## src/design/jvs_pkg.sv

```systemverilog
// ============================================================================
// jvs_pkg: shared types and constants of the joystick velocity shaper
// Holds register indexes, controller commands, state codes and the fixed
// point constants used by the datapath.
// ============================================================================
`default_nettype none

package jvs_pkg;

    // number of velocity axes
    localparam int unsigned AXES = 3;

    // payload types
    typedef logic signed [15:0] t_vel;   // Q4.11 command
    typedef logic signed [16:0] t_axis;  // negated Q1.14 stick value, or offset trigger

    // configuration register indexes
    typedef enum logic [2:0] {
        REG_BOOST_SCALE     = 3'd0,
        REG_BOOST_RATIO     = 3'd1,
        REG_SMOOTH_ENABLE   = 3'd2,
        REG_SLEW_STEP       = 3'd3,
        REG_STAND_THRESHOLD = 3'd4
    } t_reg;

    // datapath operations issued by the controller
    typedef enum logic [3:0] {
        OP_NONE,
        OP_LOAD,
        OP_P1,
        OP_P2,
        OP_FACT,
        OP_MLO,
        OP_MHI,
        OP_ACC,
        OP_ROUND,
        OP_SLEW,
        OP_OUT
    } t_op;

    typedef struct packed {
        t_op        op;
        logic [1:0] axis;
    } t_cmd;

    // controller states
    typedef enum logic [3:0] {
        ST_IDLE,
        ST_P1,
        ST_P2,
        ST_FACT,
        ST_MLO,
        ST_MHI,
        ST_ACC,
        ST_ROUND,
        ST_SLEW,
        ST_OUT
    } t_state;

    // reset values of the configuration registers
    localparam logic [15:0] BOOST_SCALE_RST     = 16'd0;
    localparam logic [15:0] BOOST_RATIO_RST     = 16'd4096;
    localparam logic [14:0] SLEW_STEP_RST       = 15'd410;
    localparam logic [14:0] STAND_THRESHOLD_RST = 15'd205;

    // fixed point constants
    localparam logic signed [16:0] RATIO_ONE   = 17'sd4096;             // 1.0 in Q4.12
    localparam logic signed [16:0] TRIG_OFFSET = 17'sd16384;            // 1.0 in Q1.14
    localparam logic signed [49:0] FACTOR_ONE  = 50'sd549755813888;     // 1.0 in Q39
    localparam logic signed [64:0] ROUND_HALF  = 65'sd2199023255552;    // half lsb of Q11 in Q53
    localparam int unsigned        LO_BITS     = 24;                    // split of the factor
    localparam logic signed [22:0] VEL_MAX     = 23'sd32767;
    localparam logic signed [22:0] VEL_MIN     = -23'sd32768;

endpackage

`default_nettype wire

```

## src/design/jvs_ctrl.sv

```systemverilog
// ============================================================================
// jvs_ctrl: sequencing controller
// Walks the factor build and per-axis multiply, round and slew steps, one
// datapath command per cycle unless the output stalls; owns both handshakes.
// ============================================================================
`default_nettype none

module jvs_ctrl
    import jvs_pkg::*;
(
    input  wire  i_clk,
    input  wire  i_rst_n,
    input  wire  i_valid,
    output logic o_ready,
    output logic o_valid,
    input  wire  i_ready,
    output t_cmd o_cmd
);

    t_state     r_state, n_state;
    logic [1:0] r_axis, n_axis;
    logic       r_valid, n_valid;

    // state registers
    always_ff @(posedge i_clk) begin
        if (!i_rst_n) begin
            r_state <= ST_IDLE;
            r_axis  <= 2'd0;
            r_valid <= 1'b0;
        end else begin
            r_state <= n_state;
            r_axis  <= n_axis;
            r_valid <= n_valid;
        end
    end

    // next state and commands
    always_comb begin
        n_state    = r_state;
        n_axis     = r_axis;
        n_valid    = r_valid & ~i_ready;
        o_cmd.op   = OP_NONE;
        o_cmd.axis = r_axis;
        unique case (r_state)
            ST_IDLE: begin
                if (i_valid) begin
                    o_cmd.op = OP_LOAD;
                    n_state  = ST_P1;
                    n_axis   = 2'd0;
                end
            end
            ST_P1: begin
                o_cmd.op = OP_P1;
                n_state  = ST_P2;
            end
            ST_P2: begin
                o_cmd.op = OP_P2;
                n_state  = ST_FACT;
            end
            ST_FACT: begin
                o_cmd.op = OP_FACT;
                n_state  = ST_MLO;
            end
            ST_MLO: begin
                o_cmd.op = OP_MLO;
                n_state  = ST_MHI;
            end
            ST_MHI: begin
                o_cmd.op = OP_MHI;
                n_state  = ST_ACC;
            end
            ST_ACC: begin
                o_cmd.op = OP_ACC;
                n_state  = ST_ROUND;
            end
            ST_ROUND: begin
                o_cmd.op = OP_ROUND;
                n_state  = ST_SLEW;
            end
            ST_SLEW: begin
                o_cmd.op = OP_SLEW;
                if (r_axis == 2'(AXES - 1)) begin
                    n_state = ST_OUT;
                end else begin
                    n_axis  = r_axis + 2'd1;
                    n_state = ST_MLO;
                end
            end
            ST_OUT: begin
                // load the output register once it is free or being taken
                if (!r_valid || i_ready) begin
                    o_cmd.op = OP_OUT;
                    n_valid  = 1'b1;
                    n_state  = ST_IDLE;
                end
            end
            default: begin
                n_state = ST_IDLE;
            end
        endcase
    end

    assign o_ready = (r_state == ST_IDLE);
    assign o_valid = r_valid;

endmodule

`default_nettype wire

```

## src/design/jvs_datapath.sv

```systemverilog
// ============================================================================
// jvs_datapath: arithmetic of the velocity shaper
// Configuration registers, one shared signed multiplier, accumulate, round
// and saturate to Q4.11, slew limiting of the held command, stand detect.
// ============================================================================
`default_nettype none

module jvs_datapath
    import jvs_pkg::*;
(
    input  wire         i_clk,
    input  wire         i_rst_n,
    input  wire  t_cmd  i_cmd,
    input  wire  [15:0] i_left_stick_x,
    input  wire  [15:0] i_left_stick_y,
    input  wire  [15:0] i_right_stick_x,
    input  wire  [15:0] i_trigger_level,
    input  wire         i_cfg_valid,
    input  wire  [2:0]  i_cfg_index,
    input  wire  [15:0] i_cfg_data,
    output logic [15:0] o_vel_forward,
    output logic [15:0] o_vel_sideways,
    output logic [15:0] o_vel_yaw,
    output logic        o_stand
);

    // configuration
    logic [15:0] r_scale;
    logic [15:0] r_ratio;
    logic        r_smooth;
    logic [14:0] r_slew;
    logic [14:0] r_thr;

    // working registers
    t_axis              r_axis [AXES];
    t_axis              r_trig;
    logic signed [49:0] r_prod;
    logic signed [42:0] r_plo;
    logic signed [49:0] r_factor;
    logic signed [64:0] r_acc;
    t_vel               r_target;
    t_vel               r_held [AXES];
    logic               r_standing;
    t_vel               r_out [AXES];
    logic               r_out_stand;

    // combinational signals
    t_axis              axis_sel;
    t_axis              ratio_m;
    logic signed [33:0] mul_a;
    logic signed [25:0] mul_b;
    logic signed [59:0] mul_p;
    logic signed [64:0] acc_rnd;
    logic signed [22:0] q;
    t_vel               sat;
    t_vel               held_sel;
    logic signed [16:0] diff;
    logic signed [16:0] lim;
    logic signed [16:0] step;
    logic signed [16:0] held_sum;
    t_vel               held_new;
    logic signed [16:0] mag;

    // configuration writes, unknown indexes ignored
    always_ff @(posedge i_clk) begin
        if (!i_rst_n) begin
            r_scale  <= BOOST_SCALE_RST;
            r_ratio  <= BOOST_RATIO_RST;
            r_smooth <= 1'b0;
            r_slew   <= SLEW_STEP_RST;
            r_thr    <= STAND_THRESHOLD_RST;
        end else if (i_cfg_valid) begin
            unique case (t_reg'(i_cfg_index))
                REG_BOOST_SCALE:     r_scale  <= i_cfg_data;
                REG_BOOST_RATIO:     r_ratio  <= i_cfg_data;
                REG_SMOOTH_ENABLE:   r_smooth <= i_cfg_data[0];
                REG_SLEW_STEP:       r_slew   <= i_cfg_data[14:0];
                REG_STAND_THRESHOLD: r_thr    <= i_cfg_data[14:0];
                default: ;
            endcase
        end
    end

    assign axis_sel = r_axis[i_cmd.axis];
    assign ratio_m  = $signed({1'b0, r_ratio}) - RATIO_ONE;

    // shared multiplier operand selection
    always_comb begin
        case (i_cmd.op)
            OP_P1: begin
                mul_a = $signed({18'd0, r_scale});
                mul_b = 26'(ratio_m);
            end
            OP_P2: begin
                mul_a = $signed(r_prod[33:0]);
                mul_b = 26'(r_trig);
            end
            OP_MLO: begin
                mul_a = 34'(axis_sel);
                mul_b = $signed({2'b00, r_factor[LO_BITS-1:0]});
            end
            OP_MHI: begin
                mul_a = 34'(axis_sel);
                mul_b = $signed(r_factor[49:LO_BITS]);
            end
            default: begin
                mul_a = '0;
                mul_b = '0;
            end
        endcase
    end

    assign mul_p = mul_a * mul_b;

    // round half away from zero and saturate to Q4.11
    assign acc_rnd = r_acc + ROUND_HALF - $signed({64'd0, r_acc[64]});
    assign q       = acc_rnd[64:42];
    always_comb begin
        if (q > VEL_MAX) begin
            sat = t_vel'(VEL_MAX);
        end else if (q < VEL_MIN) begin
            sat = t_vel'(VEL_MIN);
        end else begin
            sat = q[15:0];
        end
    end

    // slew limiting and magnitude of the new held value
    assign held_sel = r_held[i_cmd.axis];
    assign diff     = 17'(r_target) - 17'(held_sel);
    assign lim      = $signed({2'b00, r_slew});
    always_comb begin
        if (diff > lim) begin
            step = lim;
        end else if (diff < -lim) begin
            step = -lim;
        end else begin
            step = diff;
        end
    end
    assign held_sum = 17'(held_sel) + step;
    assign held_new = r_smooth ? held_sum[15:0] : r_target;
    assign mag      = held_new[15] ? -17'(held_new) : 17'(held_new);

    // working registers without reset
    always_ff @(posedge i_clk) begin
        case (i_cmd.op) inside
            OP_LOAD: begin
                r_axis[0] <= -17'($signed(i_left_stick_y));
                r_axis[1] <= -17'($signed(i_left_stick_x));
                r_axis[2] <= -17'($signed(i_right_stick_x));
                r_trig    <= 17'($signed(i_trigger_level)) + TRIG_OFFSET;
            end
            OP_P1, OP_P2, OP_MLO: begin
                r_prod <= mul_p[49:0];
            end
            OP_MHI: begin
                r_prod <= mul_p[49:0];
                r_plo  <= r_prod[42:0];
            end
            OP_FACT: begin
                r_factor <= r_prod + FACTOR_ONE;
            end
            OP_ACC: begin
                r_acc <= (65'(r_prod) <<< LO_BITS) + 65'(r_plo);
            end
            OP_ROUND: begin
                r_target <= sat;
            end
            default: ;
        endcase
    end

    // held command, stand flag and output register
    always_ff @(posedge i_clk) begin
        if (!i_rst_n) begin
            for (int k = 0; k < AXES; k++) begin
                r_held[k] <= '0;
            end
            r_standing <= 1'b1;
        end else begin
            case (i_cmd.op)
                OP_LOAD: begin
                    r_standing <= 1'b1;
                end
                OP_SLEW: begin
                    r_held[i_cmd.axis] <= held_new;
                    if (mag >= $signed({2'b00, r_thr})) begin
                        r_standing <= 1'b0;
                    end
                end
                default: ;
            endcase
        end
    end

    always_ff @(posedge i_clk) begin
        if (i_cmd.op == OP_OUT) begin
            for (int k = 0; k < AXES; k++) begin
                r_out[k] <= r_standing ? '0 : r_held[k];
            end
            r_out_stand <= r_standing;
        end
    end

    assign o_vel_forward  = r_out[0];
    assign o_vel_sideways = r_out[1];
    assign o_vel_yaw      = r_out[2];
    assign o_stand        = r_out_stand;

endmodule

`default_nettype wire

```

## src/design/joystick_velocity_shaper_top.sv

```systemverilog
// ============================================================================
// joystick_velocity_shaper_top: gamepad sample to velocity command
// Boosts the negated stick axes by the trigger, saturates to Q4.11, slew
// limits the held command when smoothing is enabled and reports standing
// under a threshold.
//
//  channel   | handshake                  | payload
//  ----------+----------------------------+----------------------------------
//  input     | i_valid / o_ready          | i_left_stick_x, i_left_stick_y,
//            |                            | i_right_stick_x, i_trigger_level
//  output    | o_valid / i_ready          | o_vel_forward, o_vel_sideways,
//            |                            | o_vel_yaw, o_stand
//  config    | i_cfg_valid / o_cfg_ready  | i_cfg_index, i_cfg_data
//
// From acceptance to o_valid a sample passes these steps: build the boost
// factor, then take each axis in turn through the one shared multiplier
// (two partial products, accumulate, round, slew), then load the output.
// o_ready returns as the result appears, so a sample is taken while the
// previous result still waits. A stalled output holds the sequencer in
// its last step. Synchronous active-low reset; no clearing pass.
//
`default_nettype none

module joystick_velocity_shaper_top
    import jvs_pkg::*;
(
    input  wire         i_clk,
    input  wire         i_rst_n,
    input  wire         i_valid,
    output logic        o_ready,
    input  wire  [15:0] i_left_stick_x,
    input  wire  [15:0] i_left_stick_y,
    input  wire  [15:0] i_right_stick_x,
    input  wire  [15:0] i_trigger_level,
    output logic        o_valid,
    input  wire         i_ready,
    output logic [15:0] o_vel_forward,
    output logic [15:0] o_vel_sideways,
    output logic [15:0] o_vel_yaw,
    output logic        o_stand,
    input  wire         i_cfg_valid,
    output logic        o_cfg_ready,
    input  wire  [2:0]  i_cfg_index,
    input  wire  [15:0] i_cfg_data
);

    t_cmd cmd;

    // register writes are always taken
    assign o_cfg_ready = 1'b1;

    // sequencer
    jvs_ctrl u_ctrl (
        .i_clk   (i_clk),
        .i_rst_n (i_rst_n),
        .i_valid (i_valid),
        .o_ready (o_ready),
        .o_valid (o_valid),
        .i_ready (i_ready),
        .o_cmd   (cmd)
    );

    // arithmetic
    jvs_datapath u_datapath (
        .i_clk           (i_clk),
        .i_rst_n         (i_rst_n),
        .i_cmd           (cmd),
        .i_left_stick_x  (i_left_stick_x),
        .i_left_stick_y  (i_left_stick_y),
        .i_right_stick_x (i_right_stick_x),
        .i_trigger_level (i_trigger_level),
        .i_cfg_valid     (i_cfg_valid),
        .i_cfg_index     (i_cfg_index),
        .i_cfg_data      (i_cfg_data),
        .o_vel_forward   (o_vel_forward),
        .o_vel_sideways  (o_vel_sideways),
        .o_vel_yaw       (o_vel_yaw),
        .o_stand         (o_stand)
    );

endmodule

`default_nettype wire

```

## config.mk

```make
export PLATFORM = sky130hd
export DESIGN_NAME = joystick_velocity_shaper_top
export DESIGN_NICKNAME = d
export VERILOG_FILES = /design/src/design/jvs_pkg.sv /design/src/design/jvs_ctrl.sv /design/src/design/jvs_datapath.sv /design/src/design/joystick_velocity_shaper_top.sv
export SDC_FILE = /design/constraint.sdc
export NUM_CORES = 2
export LEC_CHECK = 0
export BUFFER_PORTS_ARGS = -buffer_cell sky130_fd_sc_hd__clkbuf_2
export CAP_MARGIN = 0
export CORE_AREA = 4 4 370 372
export CTS_CLUSTER_DIAMETER = 80
export DETAILED_ROUTE_END_ITERATION = 16
export DIE_AREA = 0 0 374 376
export GPL_ROUTABILITY_DRIVEN = 0
export SYNTH_ARGS = -nofsm -noshare
export SYNTH_HDL_FRONTEND = slang
export SYNTH_SLANG_ARGS = --single-unit
```

## constraint.sdc

```tcl
create_clock -name i_clk -period 24 [get_ports i_clk]
set_input_delay 4.8 -clock i_clk [delete_from_list [all_inputs] [get_ports i_clk]]
set_output_delay 4.8 -clock i_clk [all_outputs]
set_load 0.02 [all_outputs]
```

==> summary.txt <==
Detailed routing
  • Drt wl/cell: 21.0 um
  • Remaining routing DRC violations: 0
  • Total number of vias: 39,467
  • Detailed router's first-iteration violation count: 3,359
  • Final antenna-violating net count: 0
  • Number of detailed-route iterations in the first pass: 6
  • Vias per std cell: 5.34
  • Drt total wl: 155,000 um

Synthesis
  • FFs w/ async S/R, synth: 0
  • Most area-hungry cell type in the Yosys netlist: sky130_fd_sc_hd__fa_1
  • Synthesized-area fraction occupied by and/or/nand/nor cells: 0.135
  • Most frequently used flop master after synthesis: sky130_fd_sc_hd__edfxtp_1
  • Nets in the synthesized netlist: 6,736
  • Parity-gate share of the synthesized area counting xor and xnor cells: 0.0384
  • EDFF count, synth: 405
  • Post-Synthesis Cells: 5,522
  • Commonest cells in the synthesized netlist: sky130_fd_sc_hd__inv_1 (968), sky130_fd_sc_hd__nand2_1 (842), sky130_fd_sc_hd__fa_1 (785)
  • Average cell area after synthesis: 9.62 um2
  • YS warnings: 0
  • Register area share after synthesis: 0.257
  • Synth Area in Adders: 0.376
  • Most frequent cell after synthesis: sky130_fd_sc_hd__inv_1
  • Number of register bits inferred by synthesis: 478
  • Top post-synthesis cells by area: sky130_fd_sc_hd__fa_1 (30%), sky130_fd_sc_hd__edfxtp_1 (23%), sky130_fd_sc_hd__ha_1 (8.0%)
  • Total standard cell area after synthesis: 0.0531 mm2
  • Yosys top cell area share: 0.296
  • Main combinational cell family by area after synthesis: adder cells
  • Fraction of the mapped netlist area in compound gates: 0.0967
  • Post-synthesis mux area share: 0.0124
  • Post-synthesis cell type count: 85

Outcome
  • Status: completed

Layout
  • Sequential cell area: 0.0136 mm2
  • Number of filler instances in the final layout: 12,874
  • Signed area change from the synthesized netlist to the final layout: 8.65%
  • Multi-input gate area: 0.0352 mm2
  • Share of layout cells above drive strength 1: 0.0672
  • Total number of nets in the final design: 6,793

Min path
  • Class of the most critical hold timing path: flip-flop to flip-flop
  • Worst Hold Launch: u_datapath.r_plo[10]

Die
  • Area of the die: 0.141 mm2
  • Initial core utilization: 0.398
  • Horiz. Die Dim: 374 um
  • Core region area: 0.133 mm2
  • Die H: 376 um
  • Rows: 134
  • Count of pins on the block boundary: 140

STA
  • Maximum clock skew at final layout: 26.7 ps
  • Number of hold-slack violations in the final timing report: 0
  • Final worst setup slack: 12,880 ps
  • Highest clock rate: 89.9 MHz
  • Worst Max-Slew Pin Slew: 1420 ps
  • Max-slew violations: 0
  • Share of the clock period used by the worst path: 0.463
  • Setup repair after global routing missed its margin: false
  • Max-Slew Margin vs Limit: 0.0509
  • Setup-failing EPs final: 0
  • Fin crit period: 11,120 ps
  • Total negative setup slack: 0 ps
  • Hold WS: 401 ps

CTS
  • # resized after CTS: 0
  • Max Buffers Root-to-Sink: 3
  • Latest clock arrival within the worst-skew pair: 640 ps
  • Level count of the clock H-tree: 2
  • Clock transition time at the flip-flop clock pins of the worst setup and hold paths: 60 ps
  • Number of buffers inserted by post-CTS setup repair: 0
  • CTS sink count: 478
  • Clock buffer count from CTS: 52
  • Post-CTS Hold Fix Bufs: 0
  • TritonCTS clock tree: yes
  • Master cell of the clock root buffer: sky130_fd_sc_hd__clkbuf_16

Critical path
  • Req. time, crit path: 24,360 ps
  • Critical path capture point type: flip-flop
  • Cell repeated most along the worst path: sky130_fd_sc_hd__fa_1
  • CP max FO: 31
  • Crit path largest cell delay: 1030 ps
  • Slowest CP cell: sky130_fd_sc_hd__nand2_1
  • Data arrival time of the critical path: 11,480 ps
  • Startpoint Class: flip-flop
  • Type of the worst setup path: flip-flop to flip-flop

Placed design
  • Count of buffers inserted at the top-level ports: 138
  • Worst-case setup slack after placement: 13,070 ps
  • Placed wire-length estimate: 120,000 um

Global route
  • Maximum number of pins on one net before global-route repair: 77
  • Number of global-route vias before repair: 40,302
  • GRT overflow: 0
  • Global-route wire length before repair: 239,000 um
  • Global-route usage over all layers: 0.220
  • Initial antenna violation count: 7

Run
  • Max cap viols: 0

Pwr
  • Total Power Consumption: 0.00354 W
  • Pwr per Cell Area: 61.4 mW/mm2
  • Maximum vdd ir drop: 0.0485 mV
  • Static Leakage: 24.5 nW
==> registers in the layout, summed over array words and instances, names as in the netlist, 4 cells and up, named ones only <==
register	flops
u_datapath.r_held	64
u_datapath.r_thr	15
u_datapath.r_trig	17
u_datapath.r_scale	16
u_datapath.r_plo	43
u_datapath.r_target	16
u_datapath.r_slew	15
u_ctrl.r_state	4
u_datapath.r_acc	65
u_datapath.r_ratio	16
u_datapath.r_axis	51
u_datapath.r_out	48
u_datapath.r_factor	50
u_datapath.r_prod	50
==> metrics by stage <==
stage / utilization / instances / area [um2]
6_report: 0.433 / 7394 / 57700
2_1_floorplan: - / 5522 / 53100
4_1_cts: 0.433 / 7391 / 57700
5_1_grt: 0.433 / 7391 / 57700
3_5_place_dp: 0.420 / 7293 / 56000
3_3_place_gp: 0.420 / 7293 / 56000
==> final cells by class <==
| cell class | instances | share of cell area |
|---|---|---|
| repair buffers | 223 | 0.0230 |
| well taps | 1768 | 0.0383 |
| diodes | 3 | 0.000130 |
| clock buffers | 64 | 0.0237 |
| inverters | 969 | 0.0630 |
| multi-input cells | 3855 | 0.610 |
| flip-flops and latches | 478 | 0.236 |
| clock inverters | 34 | 0.00601 |
==> cell usage in the layout (no fill, tap or decap), types with 30 or more instances in the layout <==
master                      Yosys  routed
sky130_fd_sc_hd__o21a_1        59      59
sky130_fd_sc_hd__fa_1         785     785
sky130_fd_sc_hd__mux2i_1       30      30
sky130_fd_sc_hd__nand2b_1      47      47
sky130_fd_sc_hd__o21ai_0      124     120
sky130_fd_sc_hd__nand2_1      842     837
sky130_fd_sc_hd__a21oi_1      221     219
sky130_fd_sc_hd__dfxtp_1       73      71
sky130_fd_sc_hd__a21o_1        93      93
sky130_fd_sc_hd__clkbuf_2       0     138
sky130_fd_sc_hd__buf_4          1      85
sky130_fd_sc_hd__a21boi_0      55      55
sky130_fd_sc_hd__nor2_1       431     427
sky130_fd_sc_hd__a22oi_1       39      39
sky130_fd_sc_hd__xnor2_1      179     179
sky130_fd_sc_hd__clkbuf_16      0      53
sky130_fd_sc_hd__edfxtp_1     405     405
sky130_fd_sc_hd__xor2_1        51      51
sky130_fd_sc_hd__ha_1         341     341
sky130_fd_sc_hd__nor2b_1       92      92
sky130_fd_sc_hd__inv_1        968     968
sky130_fd_sc_hd__nand3_1       55      55
sky130_fd_sc_hd__nor3_1        61      56
==> where the power goes <==
group	leakage, nW	switching [W]	internal [W]
Sequential	4.31	0.000139	0.00105
Clock	0.836	0.000355	0.000464
Combinational	19.3	0.000999	0.000534
Total	24.5	0.00149	0.00205
==> metal layers <==
layer | GRT usage | wire length, um | vias up
met5 | 0 | 0 | -
met4 | 0.0586 | 4290 | 0
met3 | 0.0496 | 13800 | 233
met2 | 0.357 | 71800 | 1492
met1 | 0.299 | 65000 | 19964
li1 | - | - | 17778
==> path summary, 6_finish.rpt <==
path / end / slack (ps) / cells after the start
min reg2reg: u_datapath.r_acc[10] / 400 / 0
min: u_datapath.r_acc[10] / 400 / 0
max reg2reg: u_datapath.r_prod[49] / 12880 / 30
max: u_datapath.r_prod[49] / 12880 / 30
==> worst max-delay path, delay by kind of cell (launching register included) <==
family,cells,cell delay (ps)
AO/OA/AOI/OAI,10,3540
XOR/XNOR,1,110
adder cells (fa/ha/maj),8,3910
buffers and inverters,6,790
flip-flops,1,390
multiplexers,1,150
AND/OR/NAND/NOR,4,1840
==> cells by family (layout without fill, tap and decap cells) <==
| logic type | Yosys count | count (layout) |
|---|---|---|
| muxes | 47 | 47 |
| and+or+nand+nor | 1666 | 1666 |
| buffers and inverters | 1189 | 1290 |
| AOI/OAI and AO/OA | 783 | 783 |
| DFF | 478 | 478 |
| adders and majority gates | 1127 | 1127 |
| xor gates and xnor gates | 231 | 231 |
| other | 1 | 4 |
Note: power is estimated with default switching activity, not from simulation.
